$ cat src/sv/kpc_pkg.sv
// ----------------------------------------------------------------------------
// kpc_pkg: shared types and constants for the keypad press classifier
// Holds the item layouts, configuration register map and event codes.
// ----------------------------------------------------------------------------
package kpc_pkg;

  // Key codes
  localparam logic [3:0] KEY_NONE    = 4'd0;
  localparam logic [3:0] KEY_CONFIRM = 4'd12;
  localparam logic [3:0] KEY_CFG     = 4'd13;

  // Event codes (short events reuse the key code itself)
  localparam logic [4:0] EV_NONE        = 5'd0;
  localparam logic [4:0] EV_ENTER_LONG  = 5'd14;
  localparam logic [4:0] EV_CFG_LONG    = 5'd15;
  localparam logic [4:0] EV_LOCKOUT     = 5'd16;

  // Timer reload while a key stays down in wait-release
  localparam logic [7:0] QUICK_RELOAD   = 8'd3;
  localparam logic [7:0] WAIT_COUNT_MAX = 8'd255;

  // Configuration register map
  localparam logic [1:0] CFG_LONG_TICKS    = 2'd0;
  localparam logic [1:0] CFG_REL_TIMEOUT   = 2'd1;
  localparam logic [1:0] CFG_LOCK_THRESH   = 2'd2;
  localparam logic [1:0] CFG_LONG_MASK     = 2'd3;

  // Reset values of the configuration registers
  localparam logic [7:0]  RST_LONG_TICKS  = 8'd31;
  localparam logic [7:0]  RST_REL_TIMEOUT = 8'd125;
  localparam logic [7:0]  RST_LOCK_THRESH = 8'd5;
  localparam logic [13:0] RST_LONG_MASK   = 14'h3000;

  typedef struct packed {
    logic [3:0] key_code;
    logic       holdoff;
    logic [7:0] error_count;
  } kpc_item_t;

  typedef struct packed {
    logic [4:0] event_code;
    logic       light_request;
    logic [3:0] light_index;
    logic       touch_reinit;
    logic       is_idle;
  } kpc_result_t;

  typedef struct packed {
    logic [7:0]  long_press_ticks;
    logic [7:0]  release_timeout_ticks;
    logic [7:0]  lockout_threshold;
    logic [13:0] long_enable_mask;
  } kpc_cfg_t;

endpackage

$ cat src/sv/kpc_cfg_regs.sv
// ----------------------------------------------------------------------------
// kpc_cfg_regs: configuration register bank
// Four registers written through a valid/ready channel that is always ready.
// ----------------------------------------------------------------------------
module kpc_cfg_regs (
  input  logic              clk,
  input  logic              rst_n,
  input  logic              wr_en,
  input  logic [1:0]        wr_index,
  input  logic [13:0]       wr_data,
  output kpc_pkg::kpc_cfg_t cfg
);
  import kpc_pkg::*;

  kpc_cfg_t cfg_r;

  // Write the addressed register, restore defaults on reset
  always_ff @(posedge clk) begin
    if (!rst_n) begin
      cfg_r.long_press_ticks      <= RST_LONG_TICKS;
      cfg_r.release_timeout_ticks <= RST_REL_TIMEOUT;
      cfg_r.lockout_threshold     <= RST_LOCK_THRESH;
      cfg_r.long_enable_mask      <= RST_LONG_MASK;
    end else if (wr_en) begin
      unique case (wr_index)
        CFG_LONG_TICKS:  cfg_r.long_press_ticks      <= wr_data[7:0];
        CFG_REL_TIMEOUT: cfg_r.release_timeout_ticks <= wr_data[7:0];
        CFG_LOCK_THRESH: cfg_r.lockout_threshold     <= wr_data[7:0];
        CFG_LONG_MASK:   cfg_r.long_enable_mask      <= wr_data;
        default:         cfg_r.long_enable_mask      <= cfg_r.long_enable_mask;
      endcase
    end
  end

  assign cfg = cfg_r;

endmodule

$ cat src/sv/kpc_core.sv
// ----------------------------------------------------------------------------
// kpc_core: press state machine and event classification
// Computes one result per item from the registered item and the state, and
// advances the state when the item moves on to the result register.
// ----------------------------------------------------------------------------
module kpc_core (
  input  logic                 clk,
  input  logic                 rst_n,
  input  logic                 step_en,
  input  kpc_pkg::kpc_item_t   item,
  input  kpc_pkg::kpc_cfg_t    cfg,
  output kpc_pkg::kpc_result_t result
);
  import kpc_pkg::*;

  typedef enum logic [1:0] {
    ST_IDLE     = 2'd0,
    ST_ONCE     = 2'd1,
    ST_PRESSING = 2'd2,
    ST_WAIT     = 2'd3
  } state_t;

  state_t      state_r, state_nxt;
  logic [3:0]  held_key_r, held_key_nxt;
  logic [7:0]  press_timer_r, press_timer_nxt;
  logic [7:0]  wait_cnt_r, wait_cnt_nxt;

  logic [3:0]  key;
  logic [7:0]  timer_dec;
  logic [7:0]  wait_inc;
  logic        long_capable;
  logic        short_ev;
  logic [3:0]  short_key;
  kpc_result_t res;

  // Fold unused key codes to no key, count the press timer down
  assign key          = (item.key_code > KEY_CFG) ? KEY_NONE : item.key_code;
  assign timer_dec    = (press_timer_r != 8'd0) ? press_timer_r - 8'd1 : 8'd0;
  assign wait_inc     = (wait_cnt_r != WAIT_COUNT_MAX) ? wait_cnt_r + 8'd1 : wait_cnt_r;
  assign long_capable = (held_key_r <= KEY_CFG) && cfg.long_enable_mask[held_key_r];

  // Next state and event for this item
  always_comb begin
    state_nxt       = state_r;
    held_key_nxt    = held_key_r;
    press_timer_nxt = press_timer_r;
    wait_cnt_nxt    = wait_cnt_r;
    short_ev        = 1'b0;
    short_key       = held_key_r;
    res             = '0;
    if (!item.holdoff) begin
      press_timer_nxt = timer_dec;
      unique case (state_r)
        ST_IDLE: begin
          if (key != KEY_NONE) begin
            state_nxt    = ST_ONCE;
            held_key_nxt = key;
          end
        end
        ST_ONCE: begin
          if (held_key_r != key) begin
            state_nxt = ST_IDLE;
          end else if (item.error_count >= cfg.lockout_threshold) begin
            res.event_code = EV_LOCKOUT;
            state_nxt      = ST_WAIT;
          end else begin
            press_timer_nxt = cfg.long_press_ticks;
            if (long_capable) begin
              state_nxt = ST_PRESSING;
            end else begin
              state_nxt = ST_WAIT;
              short_ev  = 1'b1;
            end
          end
        end
        ST_PRESSING: begin
          if (timer_dec == 8'd0 && held_key_r == key) begin
            state_nxt = ST_WAIT;
            if (held_key_r == KEY_CONFIRM) begin
              res.event_code = EV_ENTER_LONG;
            end else if (held_key_r == KEY_CFG) begin
              res.event_code = EV_CFG_LONG;
            end
          end else if (key == KEY_NONE) begin
            state_nxt = ST_IDLE;
            short_ev  = 1'b1;
          end
        end
        ST_WAIT: begin
          wait_cnt_nxt = wait_inc;
          if (wait_inc >= cfg.release_timeout_ticks) begin
            res.touch_reinit = 1'b1;
            wait_cnt_nxt     = 8'd0;
            state_nxt        = ST_IDLE;
          end
          if (held_key_r == key) begin
            if (timer_dec == 8'd0) begin
              press_timer_nxt = QUICK_RELOAD;
            end
          end else begin
            wait_cnt_nxt = 8'd0;
            state_nxt    = ST_IDLE;
          end
        end
        default: state_nxt = ST_IDLE;
      endcase
    end
    // Short event: key code as event, flash its light unless it is config
    if (short_ev) begin
      res.event_code = {1'b0, short_key};
      if (short_key != KEY_CFG && short_key != KEY_NONE) begin
        res.light_request = 1'b1;
        res.light_index   = short_key - 4'd1;
      end
    end
    res.is_idle = (state_nxt == ST_IDLE);
  end

  assign result = res;

  // Advance state as the item leaves
  always_ff @(posedge clk) begin
    if (!rst_n) begin
      state_r       <= ST_IDLE;
      held_key_r    <= 4'd0;
      press_timer_r <= 8'd0;
      wait_cnt_r    <= 8'd0;
    end else if (step_en) begin
      state_r       <= state_nxt;
      held_key_r    <= held_key_nxt;
      press_timer_r <= press_timer_nxt;
      wait_cnt_r    <= wait_cnt_nxt;
    end
  end

endmodule

$ cat src/sv/kpc_out_reg.sv
// ----------------------------------------------------------------------------
// kpc_out_reg: result register
// Holds one result item for the output channel and reports when it can load.
// ----------------------------------------------------------------------------
module kpc_out_reg (
  input  logic                 clk,
  input  logic                 rst_n,
  input  logic                 load_en,
  input  kpc_pkg::kpc_result_t load_data,
  output logic                 can_load,
  input  logic                 out_ready,
  output logic                 out_valid,
  output kpc_pkg::kpc_result_t out_data
);
  import kpc_pkg::*;

  logic        valid_r;
  kpc_result_t data_r;

  assign can_load  = !valid_r || out_ready;
  assign out_valid = valid_r;
  assign out_data  = data_r;

  // Hold the item until taken, load the next one in the same cycle
  always_ff @(posedge clk) begin
    if (!rst_n) begin
      valid_r <= 1'b0;
    end else if (load_en) begin
      valid_r <= 1'b1;
    end else if (out_ready) begin
      valid_r <= 1'b0;
    end
  end

  always_ff @(posedge clk) begin
    if (load_en) begin
      data_r <= load_data;
    end
  end

endmodule

$ cat src/sv/keypad_press_classifier.sv
// ----------------------------------------------------------------------------
// keypad_press_classifier: key debounce with short and long press events
// Input register, press state machine and result register in one pass.
// ----------------------------------------------------------------------------
//
//  channel  | ports                                             | direction
//  ---------+---------------------------------------------------+----------
//  in       | in_valid/in_ready, key_code, holdoff, error_count | to block
//  out      | out_valid/out_ready, event_code ... is_idle       | from block
//  cfg      | cfg_valid/cfg_ready, cfg_index, cfg_data          | to block
//
// One item per clock cycle sustained while the output is not stalled; each item
// passes the input register and then the result register.
// Synchronous active-low reset returns the state machine to idle and the
// configuration registers to their defaults. A stalled output holds its item
// while the input register still takes one more item.
// ----------------------------------------------------------------------------
module keypad_press_classifier (
  input  logic        clk,
  input  logic        rst_n,
  // input items
  input  logic        in_valid,
  output logic        in_ready,
  input  logic [3:0]  in_key_code,
  input  logic        in_holdoff,
  input  logic [7:0]  in_error_count,
  // result items
  output logic        out_valid,
  input  logic        out_ready,
  output logic [4:0]  out_event_code,
  output logic        out_light_request,
  output logic [3:0]  out_light_index,
  output logic        out_touch_reinit,
  output logic        out_is_idle,
  // configuration writes
  input  logic        cfg_valid,
  output logic        cfg_ready,
  input  logic [1:0]  cfg_index,
  input  logic [13:0] cfg_data
);
  import kpc_pkg::*;

  logic        in_valid_r;
  kpc_item_t   in_item_r;
  logic        step_en;
  logic        can_load;
  kpc_cfg_t    cfg;
  kpc_result_t core_res;
  kpc_result_t out_res;

  assign cfg_ready = 1'b1;

  kpc_cfg_regs u_cfg (
    .clk      (clk),
    .rst_n    (rst_n),
    .wr_en    (cfg_valid && cfg_ready),
    .wr_index (cfg_index),
    .wr_data  (cfg_data),
    .cfg      (cfg)
  );

  // Move the registered item on whenever the result register can take it
  assign step_en  = in_valid_r && can_load;
  assign in_ready = !in_valid_r || step_en;

  always_ff @(posedge clk) begin
    if (!rst_n) begin
      in_valid_r <= 1'b0;
    end else if (in_valid && in_ready) begin
      in_valid_r <= 1'b1;
    end else if (step_en) begin
      in_valid_r <= 1'b0;
    end
  end

  always_ff @(posedge clk) begin
    if (in_valid && in_ready) begin
      in_item_r.key_code    <= in_key_code;
      in_item_r.holdoff     <= in_holdoff;
      in_item_r.error_count <= in_error_count;
    end
  end

  kpc_core u_core (
    .clk     (clk),
    .rst_n   (rst_n),
    .step_en (step_en),
    .item    (in_item_r),
    .cfg     (cfg),
    .result  (core_res)
  );

  kpc_out_reg u_out (
    .clk       (clk),
    .rst_n     (rst_n),
    .load_en   (step_en),
    .load_data (core_res),
    .can_load  (can_load),
    .out_ready (out_ready),
    .out_valid (out_valid),
    .out_data  (out_res)
  );

  assign out_event_code    = out_res.event_code;
  assign out_light_request = out_res.light_request;
  assign out_light_index   = out_res.light_index;
  assign out_touch_reinit  = out_res.touch_reinit;
  assign out_is_idle       = out_res.is_idle;

`ifndef SYNTHESIS
  // A reinit pulse comes with no event and leaves the machine idle
  a_reinit_idle: assert property (@(posedge clk) disable iff (!rst_n)
    out_valid && out_touch_reinit |-> out_is_idle && out_event_code == EV_NONE)
    else $error("touch reinit without idle or with an event");

  // A light request names the key of its short event
  a_light_key: assert property (@(posedge clk) disable iff (!rst_n)
    out_valid && out_light_request |->
      out_event_code == {1'b0, out_light_index + 4'd1} && out_event_code < 5'd13)
    else $error("light request does not match short event");

  // A full pipeline with a stalled output refuses new items
  a_stall_blocks: assert property (@(posedge clk) disable iff (!rst_n)
    in_valid_r && out_valid && !out_ready |-> !in_ready)
    else $error("input taken while pipeline is full");

  // A stalled result holds its item
  a_out_hold: assert property (@(posedge clk) disable iff (!rst_n)
    out_valid && !out_ready |=> out_valid && $stable(out_event_code))
    else $error("stalled result changed");
`endif

endmodule

$ cat config.mk
export PLATFORM = sky130hd
export DESIGN_NAME = keypad_press_classifier
export DESIGN_NICKNAME = d
export VERILOG_FILES = /design/src/sv/kpc_pkg.sv /design/src/sv/kpc_cfg_regs.sv /design/src/sv/kpc_core.sv /design/src/sv/kpc_out_reg.sv /design/src/sv/keypad_press_classifier.sv
export SDC_FILE = /design/constraint.sdc
export NUM_CORES = 1
export LEC_CHECK = 0
export ABC_AREA = 1
export BUFFER_PORTS_ARGS = -buffer_cell sky130_fd_sc_hd__buf_2
export CORE_MARGIN = 2
export CORE_UTILIZATION = 56
export CTS_BUF_LIST = sky130_fd_sc_hd__clkbuf_8
export DETAILED_ROUTE_END_ITERATION = 6
export PLACE_DENSITY = 0.79
export SYNTH_ARGS = -nofsm -noshare
export SYNTH_HDL_FRONTEND = slang
export SYNTH_HIERARCHICAL = 1
export SYNTH_SLANG_ARGS = --single-unit
$ cat constraint.sdc
create_clock -name clk -period 2.8 [get_ports clk]
set_input_delay 0.56 -clock clk [delete_from_list [all_inputs] [get_ports clk]]
set_output_delay 0.56 -clock clk [all_outputs]
set_load 0.02 [all_outputs]
==> results.yml <==
synthesis:
  synthMuxAreaShare: 0.00200
  avgSynthCellArea_um2: 7.27
  async_flop_share: 0
  ys.flop_type: "dfxtp_1"
  synth_cells: 690
  synth_area_um2: 5010
  synth_area_leader_cell: "dfxtp_1"
  synth.top_cells.by_area: "dfxtp_1 25%, edfxtp_1 15%, nand2_1 13%"
  ys_ff_latch: 87
  synthSimpleGateAreaFrac: 0.323
  yosys.area.top_type_share: 0.248
  synth_edf_count: 25
  yosysMostFrequentCell: "nand2_1"
  yosys.area_share.adder: 0.0649
  synth-compound-area-share: 0.0951
  ys_types: 44
  synth_xor_area_frac: 0.0122
  synth_top_family_by_area: "simple AND/OR/NAND/NOR gates"
  yosysWarnings: 6
  synth-seq-area-share: 0.397
  synth_commonest_cells: "170 x nand2_1, 99 x inv_1, 91 x nor2_1, 62 x dfxtp_1, 55 x nand3_1"
  synth_nets: 750
route:
  wl_met3_um: 650
  drtPass1Iterations: 6
  dr_wl_met2_mm: 5.66
  routedWlPerCell_um: 13.2
  drt_iter0_drc: 232
  via_per_inst: 5.25
  routed-via-count: 4518
  ant_nets: 0
  highest_layer: "met4"
  m1WireLength_mm: 4.77
  drc_errors: 0
  wl_mm: 11.4
cells_and_area:
  final_nets: 807
  nFillCells: 735
  final_cells: 860
  drive_gt1_frac: 0.202
  n_antenna_cell: 0
  area_growth_syn_to_layout_pct: 14.6
floorplanning:
  coreArea_um2: 8720
  start_util: 0.575
  die_w_um: 98.6
  die_h_um: 98.6
  io_pins: 49
  die-area_um2: 9730
  num_rows: 34
sta:
  rsz0062_at_grt: "yes"
  post-route-period-util: 1.07
  finalSetupViolCount: 10
  min_period_ns: 3.01
  finalHoldViolCount: 0
  tns_ns: -1.20
  skew_ns: 0.0102
  layout_setup_ws_ns: -0.207
  drv_slew: 0
  fmax_mhz: 333
  tightest_slew_ns: 0.717
  slew-limit-headroom: 0.520
clocking:
  path_clk_slew_ns: 0.08
  cts.sinks: 87
  clk_latency_ns: 0.35
  clock-root-buffer: "clkbuf_8"
  cts_max_level: 3
  cts_buffer_depth: 2
  cts_made_buffers: 9
  cts_tree: "yes"
hold_path:
  hp-class: "input pin to flop"
job:
  cap_viol_max_count: 0
place:
  pre_cts_slack_ns: -0.230
  place.gp.congestion: 0.938
  place_inst: 839
  dp_hpwl_mm: 7.86
  port-buffer-count: 47
worst_setup_path:
  critPathTopFamily: "simple AND/OR/NAND/NOR gates"
  start_kind: "flop"
  max_stage_delay_ns: 0.36
  crit_arrival_ns: 3.11
  worstPathBufferInverterCount: 1
  cp.required_ns: 2.91
  endpoint_kind: "flop"
  crit_top_cell: "nand3_2"
  cp_cell_sequence: "ha_4 -> inv_4 -> nor4_4 -> nand3_2 -> nand3_2 -> xor2_2 -> ha_4 -> a21oi_2 -> nor2_2 -> nor2_1 -> nand3_2 -> nor2_1 -> nand3_1 -> nand3_2 -> nor2_2 -> a21oi_1 -> nor2_1"
  cp_slowest_cell: "dfxtp_2"
  critical_path_class: "flop to flop"
  crit_fanout: 4
global_route:
  grt_pass1_vias: 4297
  grt_pass1_wl_mm: 18.8
  grt_antenna_before_repair: 0
  track_usage: 0.233
  grt_overflow: 0
  grt_max_degree: 28
pwr:
  p_per_area_nw_per_um2: 455
  finalPower_mw: 2.62
  leakage_nw: 2.85
  ir_drop_uv: 318
outcome:
  status: "complete, but fails checks"
  violations: "setup timing"
registers in the layout, summed over array words and instances (netlist names), 2 cells and up:
name and cells:
u_core/held_key_r 4, u_core/wait_cnt_r 8, u_cfg/cfg 38, u_core/press_timer_r 8, u_core/state_r 2, u_out/out_data 12, in_item_r 13
through the flow:
step	hold WS (ns)	util	cell area [um2]
detailed placement	0.449	0.614	5350
floorplan	0.424	-	5010
global placement	0.443	0.614	5350
finish	0.379	0.659	5750
global route	0.350	0.659	5750
CTS	0.363	0.638	5560
what timing repair did:
action                     in CTS  in global routing
hold buffers                    0                  0
pin swaps                       6                 26
buffers inserted                4                  3
gates resized for setup         4                 44
cloned                          0                  0
setup endpoints to repair      12                 12
worst paths after layout:
check,from,end,slack (ns),cells after the start
max,u_core/wait_cnt_r[1]$_SDFFE_PN0P_,u_out/out_data[0]$_DFFE_PP_,-0.21,17
max reg2reg,u_core/wait_cnt_r[1]$_SDFFE_PN0P_,u_out/out_data[0]$_DFFE_PP_,-0.21,17
min reg2reg,u_cfg/cfg[25]$_SDFFE_PN1P_,u_cfg/cfg[25]$_SDFFE_PN1P_,0.47,2
min,in_error_count[7],in_item_r[7]$_DFFE_PP_,0.38,1
layer usage:
layer | GRT usage | vias to the layer above
li1 | - | 2313
met1 | 0.282 | 2049
met2 | 0.411 | 130
met3 | 0.0475 | 26
met4 | 0.0822 | 0
met5 | 0 | -
worst register-to-register path: stages, from the launching register on:
cell     delay [ns]
dfxtp_2        0.36
ha_4           0.16
inv_4          0.04
nor4_4         0.34
nand3_2        0.20
nand3_2        0.13
xor2_2         0.22
ha_4           0.25
a21oi_2        0.15
nor2_2         0.05
nor2_1         0.12
nand3_2        0.15
nor2_1         0.13
nand3_1        0.11
nand3_2        0.10
nor2_2         0.05
a21oi_1        0.15
nor2_1         0.05
report_power, final:
group          internal [mW]  leakage [nW]  total (mW)  switching (mW)
registers               1.35         0.751        1.39          0.0410
logic                  0.164          2.01       0.471           0.306
clock network          0.315        0.0857       0.752           0.437
total                   1.83          2.85        2.62           0.785
kinds of logic (layout without fill, tap and decap cells):
kind of cell    Yosys count  after routing
simple gates            360            360
buf+inv                 123            185
flops                    87             87
compound gates           85             85
fa+ha+maj                26             26
xor+xnor                  7              7
other cells               1              1
mux                       1              1
cell type report:
type / count / area [um2] / share of cell area
Sequential cell: 87 / 1990 / 0.347
Clock buffer: 9 / 124 / 0.0215
Inverter: 103 / 389 / 0.0677
Multi-Input combinational cell: 480 / 2680 / 0.466
Tap cell: 108 / 135 / 0.0235
Clock inverter: 7 / 40.0 / 0.00696
Timing Repair Buffer: 66 / 389 / 0.0677
cells in the final DEF (no fill, tap or decap), types with 3 or more instances in the layout:
cell	count
nand3_2	11
clkbuf_8	9
edfxtp_1	25
nand3_1	51
nand2_2	9
nand4_1	13
nor2_2	5
buf_6	3
xor2_1	3
nand2_4	5
nor2_1	88
buf_2	47
inv_2	6
o21ai_0	23
nand2_1	164
o21ai_1	7
a21oi_2	16
nor2_4	3
ha_1	24
buf_4	16
inv_1	98
a21oi_1	27
dfxtp_1	60
Note: power is estimated with default switching activity, not from simulation.
